### config.mk
export PLATFORM = sky130hd
export DESIGN_NAME = bmcl_lane
export DESIGN_NICKNAME = d
export VERILOG_FILES = /design/src/hdl/bmcl_pkg.sv /design/src/hdl/bmcl_lane.sv
export SDC_FILE = /design/constraint.sdc
export NUM_CORES = 2
export LEC_CHECK = 0
export BUFFER_PORTS_ARGS = -buffer_cell sky130_fd_sc_hd__buf_2
export CAP_MARGIN = 10
export CORE_MARGIN = 5
export CORE_UTILIZATION = 50
export CTS_CLUSTER_SIZE = 14
export DETAILED_ROUTE_END_ITERATION = 6
export PLACE_DENSITY = 0.75
export SYNTH_ARGS = -nofsm -noshare
export SYNTH_HDL_FRONTEND = slang
export SYNTH_SLANG_ARGS = --single-unit
### constraint.sdc
create_clock -name aclk -period 15.3 [get_ports aclk]
set_input_delay 3.06 -clock aclk [delete_from_list [all_inputs] [get_ports aclk]]
set_output_delay 3.06 -clock aclk [all_outputs]
set_load 0.01 [all_outputs]
### src/hdl/bmcl_pkg.sv
`timescale 1ns / 1ps
// ----------------------------------------------------------------------------
// bmcl_pkg
// Types and constants of the cue learner: field widths, mode and register
// codes, lane control bundle.
// ----------------------------------------------------------------------------
package bmcl_pkg;

    localparam int MAX_CUES   = 4;
    localparam int W_DATA     = 16;
    localparam int W_LR       = 15;
    localparam int W_SUM      = 18;
    localparam int W_PROD     = 21;   // rounded product, Q8.12 plus guard
    localparam int W_CFG_IDX  = 3;
    localparam int W_MODE     = 2;

    localparam logic [W_MODE-1:0] MODE_RELOAD = 2'd1;
    localparam logic [W_MODE-1:0] MODE_FREEZE = 2'd2;

    localparam logic [W_CFG_IDX-1:0] REG_LEARNING_RATE  = 3'd0;
    localparam logic [W_CFG_IDX-1:0] REG_INIT_WEIGHT_0  = 3'd1;

    localparam logic [W_LR-1:0] LR_RESET = 15'd410;

    typedef logic signed [W_DATA-1:0] data_t;
    typedef logic signed [W_PROD-1:0] prod_t;

    // per-trial control strobes from the sequencer to every lane
    typedef struct packed {
        logic load;     // input beat taken, capture activation
        logic reload;   // restore configured weight on load
        logic prod;     // x * w
        logic delta;    // lr * (lambda - a)
        logic upd;      // w + d * x
        logic freeze;   // keep weight on upd
    } bmcl_ctrl_t;

    typedef enum logic [4:0] {
        ST_IDLE  = 5'b00001,
        ST_PROD  = 5'b00010,
        ST_DELTA = 5'b00100,
        ST_UPD   = 5'b01000,
        ST_OUT   = 5'b10000
    } bmcl_state_t;

endpackage

### src/hdl/bmcl_lane.sv
`timescale 1ns / 1ps
// ----------------------------------------------------------------------------
// bmcl_lane
// One cue: holds its weight, forms the rounded activation, the learning
// step and the updated weight over three multiply steps.
// ----------------------------------------------------------------------------
module bmcl_lane
    import bmcl_pkg::*;
(
    input  logic             aclk,
    input  logic             aresetn,
    input  bmcl_ctrl_t       ctrl,
    input  data_t            x_in,
    input  data_t            lambda,
    input  logic [W_LR-1:0]  lr,
    input  data_t            init_weight,
    output prod_t            act_out,
    output data_t            weight_out
);

    // round half up of v / 4096
    function automatic prod_t rnd12(input logic signed [32:0] v);
        logic signed [32:0] t;
        begin
            t = (v + 33'sd2048) >>> 12;
            rnd12 = t[W_PROD-1:0];
        end
    endfunction

    function automatic data_t sat16(input logic signed [21:0] v);
        begin
            if (v > 22'sd32767)
                sat16 = 16'sh7FFF;
            else if (v < -22'sd32768)
                sat16 = 16'sh8000;
            else
                sat16 = v[W_DATA-1:0];
        end
    endfunction

    data_t x_reg;
    data_t weight_reg;
    prod_t act_reg;
    data_t step_reg;

    logic signed [31:0] xw_prod;
    logic signed [21:0] err_wide;
    data_t              err;
    logic signed [31:0] lr_prod;
    logic signed [31:0] dx_prod;
    logic signed [21:0] w_sum;
    data_t              weight_next;

    assign xw_prod  = x_reg * weight_reg;
    assign err_wide = 22'(lambda) - 22'(act_reg);
    assign err      = sat16(err_wide);
    assign lr_prod  = $signed({1'b0, lr}) * err;
    assign dx_prod  = step_reg * x_reg;
    assign w_sum    = 22'(weight_reg) + 22'(rnd12(33'(dx_prod)));

    always_comb begin
        weight_next = weight_reg;
        if (ctrl.load && ctrl.reload)
            weight_next = init_weight;
        else if (ctrl.upd && !ctrl.freeze)
            weight_next = sat16(w_sum);
    end

    always_ff @(posedge aclk) begin
        if (!aresetn) begin
            weight_reg <= '0;
        end else begin
            weight_reg <= weight_next;
        end
    end

    always_ff @(posedge aclk) begin
        if (ctrl.load)
            x_reg <= x_in;
        if (ctrl.prod)
            act_reg <= rnd12(33'(xw_prod));
        if (ctrl.delta)
            step_reg <= sat16(22'(rnd12(33'(lr_prod))));
    end

    assign act_out    = act_reg;
    assign weight_out = weight_reg;

endmodule

After elaboration in Yosys (flattened, before gate mapping)
Index checks and enable logic that the tools add are counted.
{"block": "word_totals", "in_bits": 71, "output_inout_bits": 37, "regBits": 69, "wordCells": 29}
{"block": "classes", "n_addsub": 5, "n_mux": 7, "multipliers": 3, "n_lt_le_gt_ge": 6, "reduce_logical": 4}
{"operator": "$mux 16", "n": 7}
{"operator": "$add 32x13->33 const B", "n": 3}
{"operator": "$mul 16x16->32", "n": 3}
{"operator": "$gt 22x16->1 const B", "n": 2}
{"operator": "$lt 22x16->1 const B", "n": 2}
{"operator": "$add 16x21->22", "n": 1}
{"operator": "$sub 16x21->22", "n": 1}
{"operator": "$gt 21x16->1 const B", "n": 1}
{"operator": "$lt 21x16->1 const B", "n": 1}
{"operator": "$logic_and 1x1->1", "n": 2}
{"operator": "$reduce_bool 2->1", "n": 1}
{"operator": "$logic_not 1->1", "n": 1}

Longest topological paths before layout
{"block": "logic_depth", "word_depth": 8, "mapped_depth": 45, "ltp_nobuf": 42}

Worst setup path after synthesis
Ideal clock, no wire load.
{"block": "synth_timing", "path_kind": "input to register", "startpoint": "input lambda[0]", "endpoint": "register step_reg[8] (data pin)", "path_stages": 45, "setup_time_ps": 254, "n_path_buf": 4, "setup_slack_ps": 3099, "t_required_ps": 15046, "arrival_ps": 11947, "cell_sequence": "inv_1 > ha_1 > inv_1 > fa_1 > a21oi_1 > nor2_1 > o21ai_0 > nand2_1 > a41oi_2 > a21oi_1 > xor2_1 > nor3_1 > nor2_1 > clkbuf_1 > a21o_1 > clkbuf_1 > nand2_1 > fa_1 > [... 9 more ...] > inv_1 > ha_1 > a21o_1 > a21o_1 > a21oi_1 > a211o_1 > nor2_1 > o311a_1 > a211o_1 > o21a_1 > a2111oi_4 > nor3_2 > o21a_1 > nor3_4 > and4b_1 > buf_6 > buf_6 > a21o_1"}
{"block": "synth_via", "elab_chain_cells": 8, "word_cells_on_any_way": 10, "classes_between": "2 x add/sub; 1 x mul; 4 x order compare; 3 x mux"}
{"item": "from (decl)", "line_no": "bmcl_lane.sv:14", "text": "input data_t lambda,"}
{"item": "$sub 16x21->22 (*)", "line_no": "bmcl_lane.sv:55", "text": "assign err_wide = 22'(lambda) - 22'(act_reg);"}
{"item": "$lt 22x16->1", "line_no": "bmcl_lane.sv:34", "text": "else if (v < -22'sd32768)"}
{"item": "$mux 16", "line_no": "bmcl_lane.sv:34"}
{"item": "$mux 16 (*)", "line_no": "bmcl_lane.sv:32", "text": "if (v > 22'sd32767)"}
{"item": "$mul 16x16->32 (*)", "line_no": "bmcl_lane.sv:57", "text": "assign lr_prod = $signed({1'b0, lr}) * err;"}
{"item": "$add 32x13->33 (*)", "line_no": "bmcl_lane.sv:25", "text": "t = (v + 33'sd2048) >>> 12;"}
{"item": "$lt 21x16->1", "line_no": "bmcl_lane.sv:34"}
{"item": "$mux 16", "line_no": "bmcl_lane.sv:34"}
{"item": "to (signal assigned)", "line_no": "bmcl_lane.sv:83", "text": "step_reg <= sat16(22'(rnd12(33'(lr_prod))));"}
{"item": "to (decl)", "line_no": "bmcl_lane.sv:44", "text": "data_t step_reg;"}
Mark *: on every way between the ends. The rest lies on a longest branch, timed or not.
A chain may end at the register's enable or synchronous reset.

Worst setup path in the final report
{"block": "layout_timing", "startpoint": "input lambda[5]", "endpoint": "register step_reg[4] (data pin)"}
Same word-level chain as after synthesis.

==> results.md <==
| Result | This run | Unit |
| --- | --- | --- |
| Total overflow reported by the global router | 0 | - |
| Worst path max stage delay | 0.76 | ns |
| Headroom to the max-slew limit | 23.75 | % |
| Router iterations before antenna repair | 5 | - |
| Type of the setup path with the least slack | primary input to flop | - |
| Number of primary I/O pins | 108 | - |
| DIE AREA | 67970 | sq um |
| Clk root buf | sky130_fd_sc_hd__clkbuf_16 | - |
| Total count of hold-check failures in the final report | 0 | - |
| Post-Syn Area | 31430 | sq um |
| CTS Buf Count | 9 | - |
| Cell accounting for the most synthesized area | sky130_fd_sc_hd__fa_1 | - |
| Most used cell along the critical path | sky130_fd_sc_hd__inv_1 | - |
| Routability Congestion | 0.9296 | - |
| Number of nets in the layout | 4545 | - |
| Most common library cell in the layout ignoring fill and taps | sky130_fd_sc_hd__inv_1 | - |
| Arrival time at the worst endpoint | 13.57 | ns |
| Data required time at the worst endpoint | 15.54 | ns |
| Placeable Area | 62620 | sq um |
| Number of library cell types mapped by synthesis | 65 | - |
| Gr usage total | 22.44 | % |
| Number of enable-type register cells in the synthesized netlist | 53 | - |
| Final max-slew violation count | 0 | - |
| Floorplan row count | 92 | - |
| Share of final-layout standard cells stronger than drive strength 1 | 5.194 | % |
| Number of setup buffers added after CTS | 0 | - |
| Initial standard-cell utilization of the core | 50.19 | % |
| Area Overhead vs Synth | 5.287 | % |
| Ranking of synthesized cells by area | sky130_fd_sc_hd__fa_1 46%, sky130_fd_sc_hd__ha_1 13%, sky130_fd_sc_hd__inv_1 10% | - |
| Total negative slack for setup checks | 0 | ns |
| Die extent in x | 260.7 | microns |
| Flip-flop and latch count after synthesis | 69 | - |
| DR vias | 22759 | - |
| Largest net degree at the start of global routing | 33 | - |
| Routed vias/inst | 5.301 | - |
| Wirelength per Cell | 16.94 | microns |
| CP max FO | 16 | - |
| Critical Path Slowest Stage Cell | sky130_fd_sc_hd__nor2_1 | - |
| Skew-Pair Late Insertion Delay | 0.38 | ns |
| Sort of element at the start of the critical path | primary input | - |
| Flip-flop count of the largest register after layout | 21 | - |
| Class of the worst hold path | flop to flop | - |
| Clock tree from TritonCTS | yes | - |
| Hold-fix buffers at CTS | 0 | - |
| Number of remaining DRC errors | 0 | - |
| Antenna viol nets, final | 0 | - |
| Count of buffers inserted at the top-level ports | 107 | - |
| Most frequent cells in the layout | 838 x sky130_fd_sc_hd__inv_1, 716 x sky130_fd_sc_hd__fa_1, 439 x sky130_fd_sc_hd__nand2_1 | - |
| Fraction of the cycle the final worst path needs | 87.11 | % |
| Proportion of register bits with asynchronous set or reset after synthesis | 0 | % |
| Final setup violation count | 0 | - |
| Drt first-iter violations | 1337 | - |
| Post-synth top area share | 45.61 | % |
| Most instantiated flip-flop cell in the synthesis netlist | sky130_fd_sc_hd__edfxtp_1 | - |
| Via count of the first global-routing pass | 24834 | - |
| Net count after synthesis | 4523 | - |
| Synthesized instance count | 3419 | - |
| RSZ-0062 raised after global routing | no | - |
| Buffer levels on the longest clock path | 2 | - |
| Max-Cap Viols | 0 | - |
| Post-DP HPWL | 58410 | microns |
| Vertical extent of the die | 260.7 | microns |
| Slew at the pin with the worst max-slew slack | 1.142 | ns |
| Run status | completed | - |
| Critical path capture point type | flop | - |
| Wire length of the first global-routing pass | 123400 | microns |
| Minimum clock period after layout | 13.33 | ns |
| Initial antenna violation count | 1 | - |
| Depth of the worst register-to-register path | 39 | - |
| Level count of the clock H-tree | 3 | - |
| Number of gates resized after cts | 0 | - |
| Total Wirelength | 72710 | microns |
| Mapped Avg Cell Area | 9.192 | sq um |
| Hold Path Depth | 2 | - |
| Count of synthesis-stage warnings from yosys | 0 | - |
| Clock-pin slew on the worst setup and hold paths | 0.06 | ns |
| Sequential share of the synthesized area | 6.083 | % |
| CTS sink count | 69 | - |
| Max frequency | 75.03 | MHz |
| Max Clock Skew | 0.01610 | ns |
==> routing by layer <==
layer / wire (microns) / track usage (%) / vias up
met4: 2270 / 6.824 / 2
met2: 35910 / 38.10 / 817
met3: 5458 / 4.305 / 170
met5: 11 / 0 / -
met1: 29060 / 29.35 / 11543
li1: - / - / 10227
==> cell type report <==
| class | count | area (sq um) |
|---|---|---|
| Fill cell | 5667 | 29530 |
| Multi-Input combinational cell | 2380 | 25860 |
| Inverter | 838 | 3146 |
| Sequential cell | 69 | 1912 |
| Tap cell | 846 | 1059 |
| Timing Repair Buffer | 143 | 805.8 |
| Clock buffer | 9 | 225.2 |
| Clock inverter | 7 | 76.32 |
| Antenna cell | 1 | 2.502 |
==> final timing paths <==
| path | startpoint | to | slack [ns] |
|---|---|---|---|
| setup / recovery | lambda[5] | step_reg[4]$_SDFFCE_PN1P_ | 1.97 |
| hold / removal | weight_out[6]$_SDFFE_PN0P_ | weight_out[6]$_SDFFE_PN0P_ | 0.59 |
| setup reg to reg | act_out[5]$_DFFE_PP_ | step_reg[4]$_SDFFCE_PN1P_ | 4.28 |
| hold reg to reg | weight_out[6]$_SDFFE_PN0P_ | weight_out[6]$_SDFFE_PN0P_ | 0.59 |
==> critical path: cells and delay by family <==
kind | cells | cell delay [ns]
AOI/OAI and AO/OA | 18 | 4.96
adders and majority gates | 8 | 3.28
and+or+nand+nor | 6 | 1.73
buffers and inverters | 7 | 0.51
==> through the flow <==
step                      hold slack [ns]  std cells  util, %  area [sq um]  setup WS, ns
after floorplan                    0.6152       3419        -         31430         3.099
after global placement             0.5690       4276    52.36         32790         2.077
after detailed placement           0.5730       4276    52.36         32790         1.755
after CTS                          0.5869       4292    52.84         33090         2.078
after global routing               0.6390       4292    52.84         33090         1.243
final                              0.5860       4293    52.84         33090         1.973
==> Yosys cell counts, types with 5 or more instances <==
library cell and count:
sky130_fd_sc_hd__o211ai_1 8, sky130_fd_sc_hd__nand2_1 439, sky130_fd_sc_hd__nand2b_1 54, sky130_fd_sc_hd__nor3_1 16, sky130_fd_sc_hd__a31oi_1 6, sky130_fd_sc_hd__or2_2 6, sky130_fd_sc_hd__o221ai_1 15, sky130_fd_sc_hd__dfxtp_1 16
sky130_fd_sc_hd__nor2b_1 73, sky130_fd_sc_hd__inv_1 838, sky130_fd_sc_hd__nand3_1 16, sky130_fd_sc_hd__xor2_1 27, sky130_fd_sc_hd__clkbuf_1 128, sky130_fd_sc_hd__and2_1 243, sky130_fd_sc_hd__o21ai_0 34, sky130_fd_sc_hd__nand4_1 10
sky130_fd_sc_hd__xnor2_1 72, sky130_fd_sc_hd__and3_1 13, sky130_fd_sc_hd__o21bai_1 11, sky130_fd_sc_hd__nor2_1 77, sky130_fd_sc_hd__a21o_1 53, sky130_fd_sc_hd__a21oi_1 81, sky130_fd_sc_hd__o21a_1 19, sky130_fd_sc_hd__ha_1 317
sky130_fd_sc_hd__or3_1 7, sky130_fd_sc_hd__edfxtp_1 53, sky130_fd_sc_hd__a21boi_0 5, sky130_fd_sc_hd__fa_1 716
==> cell families (layout without fill, tap and decap cells) <==
family          Yosys count  after routing  synth area share, %
compound gates          275            275                6.016
other cells               0              1                    0
mux                       1              1              0.03185
buf+inv                 970            997                11.65
flops                    69             69                6.083
simple gates            972            972                15.24
fa+ha+maj              1033           1033                58.23
xor+xnor                 99             99                2.759
Power is not shown: default switching activity piles up to over one toggle a cycle in this logic, so the estimate is an artifact.
