==> src/hdl/bmcl_pkg.sv <==
`timescale 1ns / 1ps
// ----------------------------------------------------------------------------
// bmcl_pkg
// Types and constants of the cue learner: field widths, mode and register
// codes, lane control bundle.
// ----------------------------------------------------------------------------
package bmcl_pkg;

    localparam int MAX_CUES   = 4;
    localparam int W_DATA     = 16;
    localparam int W_LR       = 15;
    localparam int W_SUM      = 18;
    localparam int W_PROD     = 21;   // rounded product, Q8.12 plus guard
    localparam int W_CFG_IDX  = 3;
    localparam int W_MODE     = 2;

    localparam logic [W_MODE-1:0] MODE_RELOAD = 2'd1;
    localparam logic [W_MODE-1:0] MODE_FREEZE = 2'd2;

    localparam logic [W_CFG_IDX-1:0] REG_LEARNING_RATE  = 3'd0;
    localparam logic [W_CFG_IDX-1:0] REG_INIT_WEIGHT_0  = 3'd1;

    localparam logic [W_LR-1:0] LR_RESET = 15'd410;

    typedef logic signed [W_DATA-1:0] data_t;
    typedef logic signed [W_PROD-1:0] prod_t;

    // per-trial control strobes from the sequencer to every lane
    typedef struct packed {
        logic load;     // input beat taken, capture activation
        logic reload;   // restore configured weight on load
        logic prod;     // x * w
        logic delta;    // lr * (lambda - a)
        logic upd;      // w + d * x
        logic freeze;   // keep weight on upd
    } bmcl_ctrl_t;

    typedef enum logic [4:0] {
        ST_IDLE  = 5'b00001,
        ST_PROD  = 5'b00010,
        ST_DELTA = 5'b00100,
        ST_UPD   = 5'b01000,
        ST_OUT   = 5'b10000
    } bmcl_state_t;

endpackage

==> src/hdl/bmcl_merge.sv <==
`timescale 1ns / 1ps
// ----------------------------------------------------------------------------
// bmcl_merge
// Adds the lanes' rounded activations and saturates to the 18-bit result.
// ----------------------------------------------------------------------------
module bmcl_merge
    import bmcl_pkg::*;
#(
    parameter int NUM_CUES = 4
) (
    input  logic               aclk,
    input  logic               en,
    input  prod_t              act [NUM_CUES],
    output logic [W_SUM-1:0]   sum_out
);

    localparam int W_ACC = W_PROD + 2;

    logic signed [W_ACC-1:0] acc;
    logic [W_SUM-1:0]        sum_reg;
    logic [W_SUM-1:0]        sum_next;

    always_comb begin
        acc = '0;
        for (int k = 0; k < NUM_CUES; k++)
            acc = acc + W_ACC'(act[k]);
        if (acc > W_ACC'(131071))
            sum_next = 18'h1FFFF;
        else if (acc < -W_ACC'(131072))
            sum_next = 18'h20000;
        else
            sum_next = acc[W_SUM-1:0];
    end

    always_ff @(posedge aclk) begin
        if (en)
            sum_reg <= sum_next;
    end

    assign sum_out = sum_reg;

endmodule

==> config.mk <==
export PLATFORM = sky130hd
export DESIGN_NAME = bmcl_merge
export DESIGN_NICKNAME = d
export VERILOG_FILES = /design/src/hdl/bmcl_pkg.sv /design/src/hdl/bmcl_merge.sv
export SDC_FILE = /design/constraint.sdc
export NUM_CORES = 1
export LEC_CHECK = 0
export ABC_AREA = 1
export BUFFER_PORTS_ARGS = -buffer_cell sky130_fd_sc_hd__buf_2
export CAP_MARGIN = 20
export CORE_MARGIN = 2
export CORE_UTILIZATION = 45
export CTS_CLUSTER_DIAMETER = 200
export DETAILED_ROUTE_END_ITERATION = 8
export HOLD_SLACK_MARGIN = 0.02
export PLACE_DENSITY = 0.85
export SLEW_MARGIN = 10
export SYNTH_ARGS = -nofsm -noshare
export SYNTH_HDL_FRONTEND = slang
export SYNTH_SLANG_ARGS = --single-unit
==> constraint.sdc <==
create_clock -name aclk -period 3.5 [get_ports aclk]
set_clock_uncertainty 0.2 [all_clocks]
set_input_delay 0.525 -clock aclk [delete_from_list [all_inputs] [get_ports aclk]]
set_output_delay 0.525 -clock aclk [all_outputs]
set_load 0.01 [all_outputs]
# ---- Word level (Yosys, flattened, before mapping)
# Cells that the tools add are included.
dict set report classes {
  shift 0
  multipliers 0
  n_reduce_logical 0
  addsub 3
  n_eq_ne 0
  n_div 0
  bitwise 0
  magnitude_cmp 2
  mux 1
}
# operator count
set ops {}
lappend ops {{$add A22 B21 Y23} 1}
lappend ops {{$add A23 B21 Y23} 1}
lappend ops {{$gt A23 B18 Y1 const B} 1}
lappend ops {{$lt A23 B18 Y1 const B} 1}
lappend ops {{$add A21 B21 Y22} 1}
lappend ops {{$mux W18} 1}
dict set report totals {
  out_inout_bits 18
  regBits 18
  memories 0
  latch_bits 0
  ram_bits 0
  romBits 0
}

# ---- Depth between registers and ports, before layout
# Gate-level depths: netlist (run 1).
dict set report depth {
  word_depth 5
  depth_mapped 21
}

# ---- Least setup slack after synthesis (run 1)
# No wires, ideal clock.
dict set report synth_timing {
  kind {input-to-reg}
  from {input act[1] (netlist bit)}
  to {register sum_reg[2] (netlist: sum_out[2]) (data pin)}
  arrival_ns 3.282
  required_ns 3.048
  path_buffers 1
  path_slack_ns -0.234
  stages 19
  path_cell_list {inv_1 > fa_1 > fa_1 > inv_1 > ha_1 > fa_1 > nand2_1 > nand3_1 > nand3_1 > nand2_2 > nand2_2 > nand3b_1 > nand2_1 > nand3_1 > nor2_1 > nand3_1 > nand2_4 > buf_8 > nand2_1}
}
dict set report synth_via {
  elab_chain_len 3
  word_cells_on_any_way 4
  cone_classes {1 x add/sub; 2 x order compare; 1 x mux}
}
# item line
set synth_lines {}
lappend synth_lines {{start, declared} bmcl_merge.sv:13} ;# input prod_t act [NUM_CUES],
lappend synth_lines {{$add A23 B21 Y23 *} bmcl_merge.sv:26} ;# acc = acc + W_ACC'(act[k]);
lappend synth_lines {{$lt A23 B18 Y1} bmcl_merge.sv:29} ;# else if (acc < -W_ACC'(131072))
lappend synth_lines {{$mux W18} bmcl_merge.sv:29}
lappend synth_lines {{end signal, assigned} bmcl_merge.sv:37} ;# sum_reg <= sum_next;
lappend synth_lines {{end, declared} bmcl_merge.sv:20} ;# logic [W_SUM-1:0] sum_reg;
# Mark *: on every way between the ends. The rest lies on a longest branch, timed or not.
# A chain may end at the register's enable or synchronous reset.

# ---- Final worst setup path (run 1)
dict set report layout_timing {
  from {input act[22] (netlist bit)}
  to {register sum_reg[14] (netlist: sum_out[14]) (data pin)}
}
dict set report layout_via {
  elab_chain_len 4
  word_cells_on_any_way 5
  cone_classes {2 x add/sub; 2 x order compare; 1 x mux}
}
# item line
set layout_lines {}
lappend layout_lines {{$add A22 B21 Y23 *} bmcl_merge.sv:26}
lappend layout_lines {{$add A23 B21 Y23 *} bmcl_merge.sv:26}
lappend layout_lines {{$lt A23 B18 Y1} bmcl_merge.sv:29}
lappend layout_lines {{$mux W18} bmcl_merge.sv:29}
# Marks and branches as above.

==> out/metrics.cfg, run 1 <==
[layout]
largest_reg_flops = 18
antennaDiodeCount = 0
post-route-util_pct = 69.0
final_nets = 783
area_delta_synth_final_pct = 47.1
fillers = 609
layoutNonFillerInstCount = 729
drive_above_1_share_pct = 41.7

[floorplanning]
dieArea_mm2 = 0.00831
ios = 104
initial_utilization_pct = 46.9
core-area_mm2 = 0.00729
die-width_um = 91.2
die_y_um = 91.2
num_rows = 31

[routing]
drt_first_pass_iters = 5
num_vias = 3325
drtAntennaViolNets = 0
drc = 0
wl_um = 8540
drtIter0Drc = 105
wl_per_cell_um = 11.7
vias_per_cell = 4.56

[logic_synthesis]
synth-async-reset-ratio_pct = 0
yosys.area_share.simple_pct = 23.3
synth_top_family_by_area = adder cells
yosys_warnings = 0
syn_area_mm2 = 0.00342
ys_types = 29
synth_compound_area_share_pct = 4.83
synth.top_cells.by_area = fa_1, inv_1, edfxtp_1
ys_dominant_reg_cell = edfxtp_1
synth_xor_area_share_pct = 4.32
syn_nets = 622
synth_cells = 471
yosysTopAreaCell = fa_1
synth-edff-count = 18
synth_mux_area_share_pct = 0
synth_fa_ha_area_share_pct = 33.2
synth_common_cells = inv_1, nand2_1, fa_1
ys_seq_area_share_pct = 15.8
netlist.area_leader.share_pct = 25.2
yosysMostFrequentCell = inv_1
avgSynthCellArea_um2 = 7.26
yosys_register_bits = 18

[clock_tree]
cts_tree = yes
htree_levels = 1
cts_num_sinks = 18
cts.clk_slew.worst_paths_ns = 0.06
cts-root-buf = clkbuf_8
clockBufferDepth = 2
numCtsBuffers = 3
holdBufCountCts = 0

[pwr]
irDropWorstVdd_uv = 322
power_mw = 3.33
p_per_area_mw_per_mm2 = 661
leakagePower_nw = 2.79

[status]
violations = setup timing
outcome = complete, but fails checks

[timing]
max_slew_margin_pct = 72.2
drv_slew = 0
hold_violations = 0
fin_ws_ns = -0.0476
worstMarginPinSlew_ns = 0.414
rsz0062_at_grt = true
post-route-period-util_pct = 101
finalSetupViolCount = 17
fmaxAchievable_mhz = 282
fin_crit_ns = 3.55

[critical_path]
cp_max_fo = 5
arrival_ns = 3.35
critPathLaunchType = input pin
cp-end-kind = flop
worstPathRequired_ns = 3.30
crit_type = input pin to flop

[place]
port_buffers = 103
dpl_worst_slack_ns = -0.381
placed_cells = 715
gp_congestion = 0.869
dpl.hpwl_um = 6930

[grt]
grt_pass1_vias = 3437
grt_overflow = 0
grtUsageTotal_pct = 20.7
grt_pass1_wl_um = 14200
antenna_found_initial = 0
grt_max_degree = 19

[run]
max_cap_violations = 0

[min_path]
min_path_type = input pin to flop

area by class of cell:
class / instances / area [um^2] / area share, %
multi-input combinational: 293 / 2790 / 55.5
timing repair buffer: 154 / 915 / 18.2
inverter: 162 / 618 / 12.3
sequential: 18 / 541 / 10.7
tap: 99 / 124 / 2.46
clock buffer: 3 / 41.3 / 0.820
cells in the final DEF, fill, tap and decap left out, drive strengths merged:
master,instances
inv,162
nor3,4
clkbuf,3
and2,2
nand3b,2
nand3,21
xnor2,6
edfxtp,18
nand2,130
nor2,20
ha,22
buf,154
o21bai,5
nand4,4
xor2,10
fa,43
o21ai,4
a21oi,20
power by group:
group | switching, mW | total, mW | internal, mW
Combinational | 1.54 | 2.74 | 1.20
Sequential | 0.0215 | 0.451 | 0.430
Clock | 0.0557 | 0.132 | 0.0762
Total | 1.62 | 3.33 | 1.71
logic make-up after synthesis:
family	Yosys count
XOR/XNOR	16
AO/OA/AOI/OAI	29
adder cells (fa/ha/maj)	65
buffers and inverters	164
flip-flops	18
AND/OR/NAND/NOR	179
critical path, cell delays in order:
cell	delay [ns]
buf_6	0.07
inv_4	0.03
fa_1	0.48
fa_1	0.52
inv_2	0.05
ha_4	0.16
fa_2	0.35
nand2_2	0.10
nand3_2	0.07
nand3_2	0.07
nand2_2	0.07
nand2_2	0.07
nand3b_1	0.10
nand2_2	0.14
nand3_4	0.10
nor2_4	0.11
nand3_4	0.12
nand2_4	0.14
nand2_2	0.06
metal layers:
metal  share of wire (%)  vias up  wire length (um)  GRT usage, %
met5                   0        -                 0             0
met4                 1.2        0               104          4.17
met3                 3.6       12               306          1.24
met2                  55       91              4680          41.3
met1                  40     1538              3450          24.1
li1                    -     1684                 -             -
final timing paths:
check  cells after the start  slack, ns           to    start
max                       19      -0.05  sum_out[14]  act[22]
min                        1       0.51  sum_out[14]       en
through the flow:
stage          area, um^2  hold slack (ns)  TNS [ns]
2_1_floorplan        3510            0.437    -0.262
5_1_grt              5030            0.522     -2.46
3_5_place_dp         4450            0.735     -6.29
4_1_cts              4770            0.506    -0.224
3_3_place_gp         4450            0.734     -4.32
6_report             5030            0.507    -0.594
what timing repair did:
action,4_1_cts,5_1_grt
setup buffers,5,2
pin swaps,25,31
gates cloned,4,0
endpoints found under the hold margin,0,0
setup endpoints to repair,17,17
gates resized for setup,34,52
Power figures use the tool's default switching activity.
==> inputs of run 2 (changes only) <==
--- a/config.mk
+++ b/config.mk
@@ -5,15 +5,15 @@
 export SDC_FILE = /design/constraint.sdc
 export NUM_CORES = 1
 export LEC_CHECK = 0
-export ABC_AREA = 1
-export BUFFER_PORTS_ARGS = -buffer_cell sky130_fd_sc_hd__buf_2
+export ABC_AREA = 0
 export CAP_MARGIN = 20
 export CORE_MARGIN = 2
 export CORE_UTILIZATION = 45
 export CTS_CLUSTER_DIAMETER = 200
 export DETAILED_ROUTE_END_ITERATION = 8
+export DONT_BUFFER_PORTS = 1
 export HOLD_SLACK_MARGIN = 0.02
-export PLACE_DENSITY = 0.85
+export PLACE_DENSITY = 0.73
 export SLEW_MARGIN = 10
 export SYNTH_ARGS = -nofsm -noshare
 export SYNTH_HDL_FRONTEND = slang
==> out/metrics.cfg, run 2 <==
[status]
outcome = complete, but fails checks
violations = setup timing

[layout]
antennaDiodeCount = 0  ; unchanged
layout.cells.most_common = inv_1
final_cell_mix = inv_1, buf_4, fa_1
area_delta_synth_final_pct = 25.2
fillers = 596  ; -2.1%
final_nets = 559  ; -29%
largest_reg_flops = 18  ; unchanged
drive_above_1_share_pct = 29.5  ; -12 points

[timing]
max_slew_margin_pct = 74.9  ; +2.7 points
hold_violations = 0  ; unchanged
fin_crit_ns = 3.93  ; +0.382 ns
finalSetupViolCount = 17  ; unchanged
fin_ws_ns = -0.430  ; -0.382 ns
hold-worst-slack_ns = 0.187  ; -0.320 ns
drv_slew = 0  ; unchanged
worstMarginPinSlew_ns = 0.375  ; -0.0384 ns
post-route-period-util_pct = 112  ; +11 points
rsz0062_at_grt = true
fmaxAchievable_mhz = 254  ; -9.7%

[logic_synthesis]
synth-async-reset-ratio_pct = 0  ; unchanged
synth-edff-count = 18  ; unchanged
syn_nets = 509  ; -18%
synth_common_cells = inv_1, fa_1, ha_1
yosysTopAreaCell = fa_1
ys_dominant_reg_cell = edfxtp_1
avgSynthCellArea_um2 = 8.94  ; +23%
synth.top_cells.by_area = fa_1, edfxtp_1, inv_1
yosysMostFrequentCell = inv_1
ys_types = 42  ; +45%
netlist.area_leader.share_pct = 26.9  ; +1.7 points
ys_seq_area_share_pct = 16.9  ; +1.1 points
synth_cells = 358  ; -24%
yosys_warnings = 0  ; unchanged
yosys_register_bits = 18  ; unchanged
syn_area_mm2 = 0.00320  ; -6.4%

[floorplanning]
ios = 104  ; unchanged
die-width_um = 88.4  ; -3.1%
initial_utilization_pct = 46.9  ; about the same
num_rows = 30  ; -3.2%
core-area_mm2 = 0.00683  ; -6.3%
dieArea_mm2 = 0.00781  ; -6.1%
die_y_um = 88.4  ; -3.1%

[routing]
drc = 0  ; unchanged
num_vias = 2441  ; -27%
vias_per_cell = 4.85  ; +6.4%
drt_first_pass_iters = 4  ; -1
wl_um = 6120  ; -28%
drtAntennaViolNets = 0  ; unchanged
wl_per_cell_um = 12.2  ; +3.9%
drtIter0Drc = 64  ; -39%

[clock_tree]
cts.clk_slew.worst_paths_ns = 0.06  ; about the same
cts_tree = yes
clockBufferDepth = 2  ; unchanged
cts-root-buf = clkbuf_8
cts_num_sinks = 18  ; unchanged
numCtsBuffers = 3  ; unchanged
holdBufCountCts = 0  ; unchanged
htree_levels = 1  ; unchanged

[critical_path]
arrival_ns = 3.72  ; +0.37 ns
crit_type = input pin to flop
cp-end-kind = flop
cp_max_fo = 8  ; +3
worstPathRequired_ns = 3.29  ; about the same
critPathLaunchType = input pin

[pwr]
leakagePower_nw = 1.96  ; -30%
switching_share_pct = 44.4  ; -4.2 points
p_sw_mw = 1.37  ; -15%
p_per_area_mw_per_mm2 = 769  ; +16%
sequentialPowerShare_pct = 17.5  ; +3.9 points
p_comb_share_pct = 78.0  ; -4.5 points
irDropWorstVdd_uv = 333  ; +3.3%
p_clk_share_pct = 4.5  ; +0.5 points
p_int_mw = 1.71  ; +0.22%

[grt]
grt_max_degree = 19  ; unchanged
grt_pass1_vias = 2450  ; -29%
antenna_found_initial = 0  ; unchanged
grtUsageTotal_pct = 15.8  ; -4.9 points
grt_use_met1_pct = 20.7  ; -3.4 points
met2_usage_pct = 28.7  ; -13 points
grt_pass1_wl_um = 10200  ; -29%
grtUsageMet3_pct = 1.68  ; +0.43 points
grt.busiest_layer = met2
grt_overflow = 0  ; unchanged

[place]
port_buffers = 0  ; -100%
dpl.hpwl_um = 5020  ; -28%
dpl_worst_slack_ns = -0.762  ; -0.381 ns
gp_congestion = 0.869  ; about the same

[min_path]
hold_depth = 0  ; -1
min_path_type = input pin to flop
hold_start = en
min_to = sum_out[2]

[run]
max_cap_violations = 0  ; unchanged

==> run 2: cell types whose count changed after synthesis, sizes merged, moves of 6 or more <==
cell,previous run,this run
inv,162,124
o21ai,4,30
nand3,21,8
nor2,20,10
nand2,126,14
a211oi,0,6
buf,2,8
==> run 2: cells by family after synthesis <==
group                    count (synthesis)  synth area share [%]
AND/OR/NAND/NOR                         40                  5.59
buffers and inverters                  134                  16.9
flip-flops                              18                  16.9
adder cells (fa/ha/maj)                 65                  35.5
XOR/XNOR                                21                  5.98
AO/OA/AOI/OAI                           80                  19.2
==> run 2: area by class of cell <==
| cell class | count | area [um^2] | area share, % |
|---|---|---|---|
| multi-input cells | 208 | 2390 | 59.7 |
| flip-flops and latches | 18 | 541 | 13.5 |
| inverters | 124 | 473 | 11.8 |
| repair buffers | 53 | 438 | 10.9 |
| well taps | 96 | 120 | 3.00 |
| clock buffers | 3 | 41.3 | 1.03 |
| clock inverters | 1 | 3.75 | 0.0936 |
==> run 2: per-layer routing <==
metal / wire length [um] / part of all wire, %
met5: 0 / 0
met4: 40 / 0.65
met3: 283 / 4.6
met2: 3160 / 52
met1: 2630 / 43
==> run 2: worst max-delay path, stage by stage <==
cell and delay, ns:
inv_8 0.01, fa_1 0.48, fa_1 0.53, inv_2 0.05, ha_4 0.16, fa_2 0.39, a211oi_4 0.27, o21ai_2 0.10
a211oi_2 0.27, o21ai_2 0.10, a21oi_2 0.19, xor2_2 0.21, buf_6 0.15, o21a_4 0.21, o21ai_2 0.08
==> run 2: how the worst max path moves through the flow <==
stage,from,endpoint,slack [ns],cells past startpoint
after global placement,act[43],sum_out[9],-0.66,15
after floorplan,act[43],sum_out[5],-0.60,15
after detailed placement,act[43],sum_out[8],-0.76,15
after CTS,act[43],sum_out[16],-0.45,15
final,act[43],sum_out[16],-0.43,15
after global routing,act[43],sum_out[13],-0.60,14
==> run 2: timing repair <==
item | CTS | global route
endpoints found under the hold margin | 0 | 0
buffers inserted | 3 | 3
cloned | 2 | 0
setup endpoints to repair | 17 | 18
pin swaps | 12 | 23
gates resized for setup | 21 | 28
==> run 2: stage by stage <==
stage	instances	total power [mW]	instance area [um^2]	TNS, ns	util [%]
after floorplan	358	1.88	3220	-9.45	-
after global placement	491	2.39	3630	-11.26	53.2
after detailed placement	491	2.44	3630	-12.75	53.2
after CTS	500	2.77	3800	-7.06	55.7
after global routing	503	3.35	4010	-9.59	58.7
final	503	3.08	4010	-6.90	58.7
==> run 2: power by group through the flow <==
stage	sequential, mW	clock [mW]	combinational [mW]
CTS	0.542	0.138	2.09
detailed placement	0.547	0	1.90
floorplan	0.528	0	1.35
finish	0.541	0.139	2.40
global route	0.557	0.149	2.65
global placement	0.544	0	1.85
==> inputs of run 3 (changes only) <==
--- a/config.mk
+++ b/config.mk
@@ -14,6 +14,8 @@
 export DONT_BUFFER_PORTS = 1
 export HOLD_SLACK_MARGIN = 0.02
 export PLACE_DENSITY = 0.73
+export REMOVE_ABC_BUFFERS = 1
+export SKIP_CTS_REPAIR_TIMING = 1
 export SLEW_MARGIN = 10
 export SYNTH_ARGS = -nofsm -noshare
 export SYNTH_HDL_FRONTEND = slang
==> out/metrics.cfg, run 3 (synthesis results as in run 2) <==
[routing]
drt_first_pass_iters = 4  ; unchanged
wl_per_cell_um = 12.3  ; +0.99%
vias_per_cell = 4.88  ; +0.56%
drc = 0  ; unchanged
drtAntennaViolNets = 0  ; unchanged
num_vias = 2445  ; +0.16%
drtIter0Drc = 79  ; +23%
wl_um = 6160  ; +0.59%

[timing]
fin_ws_ns = -0.469  ; -0.0397 ns
finalSetupViolCount = 17  ; unchanged
drv_slew = 0  ; unchanged
rsz0062_at_grt = true
hold_violations = 0  ; unchanged
max_slew_margin_pct = 76.0  ; +1.1 points
post-route-period-util_pct = 113  ; +1.1 points
fin_crit_ns = 3.97  ; +0.0397 ns
worstMarginPinSlew_ns = 0.358  ; -0.0173 ns
fmaxAchievable_mhz = 252  ; -1.0%

[layout]
register_area_um2 = 541  ; unchanged
largest_reg_flops = 18  ; unchanged
antennaDiodeCount = 0  ; unchanged
final_nets = 558  ; -0.18%
layoutNonFillerInstCount = 501  ; -0.40%
final_cell_mix = inv_1, buf_4, fa_1
layout.cells.most_common = inv_1
stdcell_area_mm2 = 0.00389  ; -3.0%
drive_above_1_share_pct = 27.4  ; -2.1 points
fillers = 611  ; +2.5%
multi_input_area_mm2 = 0.00229  ; -4.2%
area_delta_synth_final_pct = 21.5

[place]
gp_congestion = 0.797  ; -8.3%
placed_area_mm2 = 0.00361  ; -0.76%
dpl.hpwl_um = 5040  ; +0.35%
port_buffers = 0  ; unchanged
placed_cells = 492  ; +0.20%

[floorplanning]
initial_utilization_pct = 46.9  ; unchanged
core-area_mm2 = 0.00683  ; unchanged
ios = 104  ; unchanged
dieArea_mm2 = 0.00781  ; unchanged
die_y_um = 88.4  ; unchanged
die-width_um = 88.4  ; unchanged
num_rows = 30  ; unchanged

[clock_tree]
cts_num_sinks = 18  ; unchanged
clockBufferDepth = 2  ; unchanged
cts.clk_slew.worst_paths_ns = 0.06  ; about the same
htree_levels = 1  ; unchanged
cts_tree = yes
cts-root-buf = clkbuf_8
numCtsBuffers = 3  ; unchanged

[critical_path]
crit_type = input pin to flop
worstPathRequired_ns = 3.30  ; about the same
critPathBufInv = 4  ; +1
max_stage_delay_ns = 0.49  ; -0.04 ns
cp-end-kind = flop
crit_slowest_cell = fa_1
arrival_ns = 3.77  ; +0.05 ns
critPathLaunchType = input pin
critical-path-top-delay-family = adder cells
crit_chain = inv_8 -> fa_2 -> fa_1 -> inv_1 -> ha_2 -> fa_2 -> a211oi_4 -> buf_4 -> o2111ai_2 -> a21oi_2 -> o211ai_2 -> xor2_1 -> nor3_1 -> a31o_2 -> buf_4 -> o21ai_2
startpoint = act[43]
cp_max_fo = 5  ; -3

[status]
outcome = complete, but fails checks
violations = setup timing

[grt]
grt_pass1_wl_um = 9600  ; -5.5%
grt_max_degree = 19  ; unchanged
grtUsageTotal_pct = 14.9  ; -0.91 points
antenna_found_initial = 0  ; unchanged
grt_pass1_vias = 2335  ; -4.7%
grt_overflow = 0  ; unchanged

[run]
max_cap_violations = 0  ; unchanged

[min_path]
hold_start = en
min_path_type = input pin to flop

[pwr]
irDropWorstVdd_uv = 285  ; -14%
power_mw = 2.80  ; -9.3%
p_per_area_mw_per_mm2 = 719  ; -6.5%
leakagePower_nw = 1.92  ; -1.7%

==> run 3: cell types whose count changed in the layout (fill, tap and decap cells not counted), sizes merged <==
cell	before	now
clkinv	1	0
o21a	5	4
==> run 3: layout make-up <==
class	count	area share, %
clock buffers	3	1.06
inverters	124	12.4
multi-input cells	207	58.9
flip-flops and latches	18	13.9
well taps	96	3.09
repair buffers	53	10.6
==> run 3: final timing paths <==
kind	slack, ns	to	depth (start not counted)
worst min-delay path	0.18	sum_out[14]	0
worst max-delay path	-0.47	sum_out[16]	16
==> run 3: per-layer routing <==
layer	track usage, %	part of all wire (%)	vias up
met3	1.49	4.8	6
met1	19.5	42	1157
met5	0	0	-
met4	2.75	0.91	0
met2	27.1	52	79
li1	-	-	1203
==> run 3: stage by stage <==
stage	setup slack, ns	utilization [%]	hold WS [ns]	TNS, ns
floorplan	-0.862	-	0.437	-14.09
global placement	-0.807	52.8	0.439	-13.61
detailed placement	-0.938	52.8	0.439	-15.90
CTS	-0.690	53.4	0.178	-11.41
global route	-0.629	56.9	0.173	-10.50
finish	-0.469	56.9	0.183	-7.62
==> run 3: power by group <==
group / internal (mW) / switching [mW] / leakage, nW
Combinational: 1.03 / 1.09 / 1.72
Clock: 0.0763 / 0.0600 / 0.0216
Sequential: 0.441 / 0.0999 / 0.177
Total: 1.55 / 1.25 / 1.92
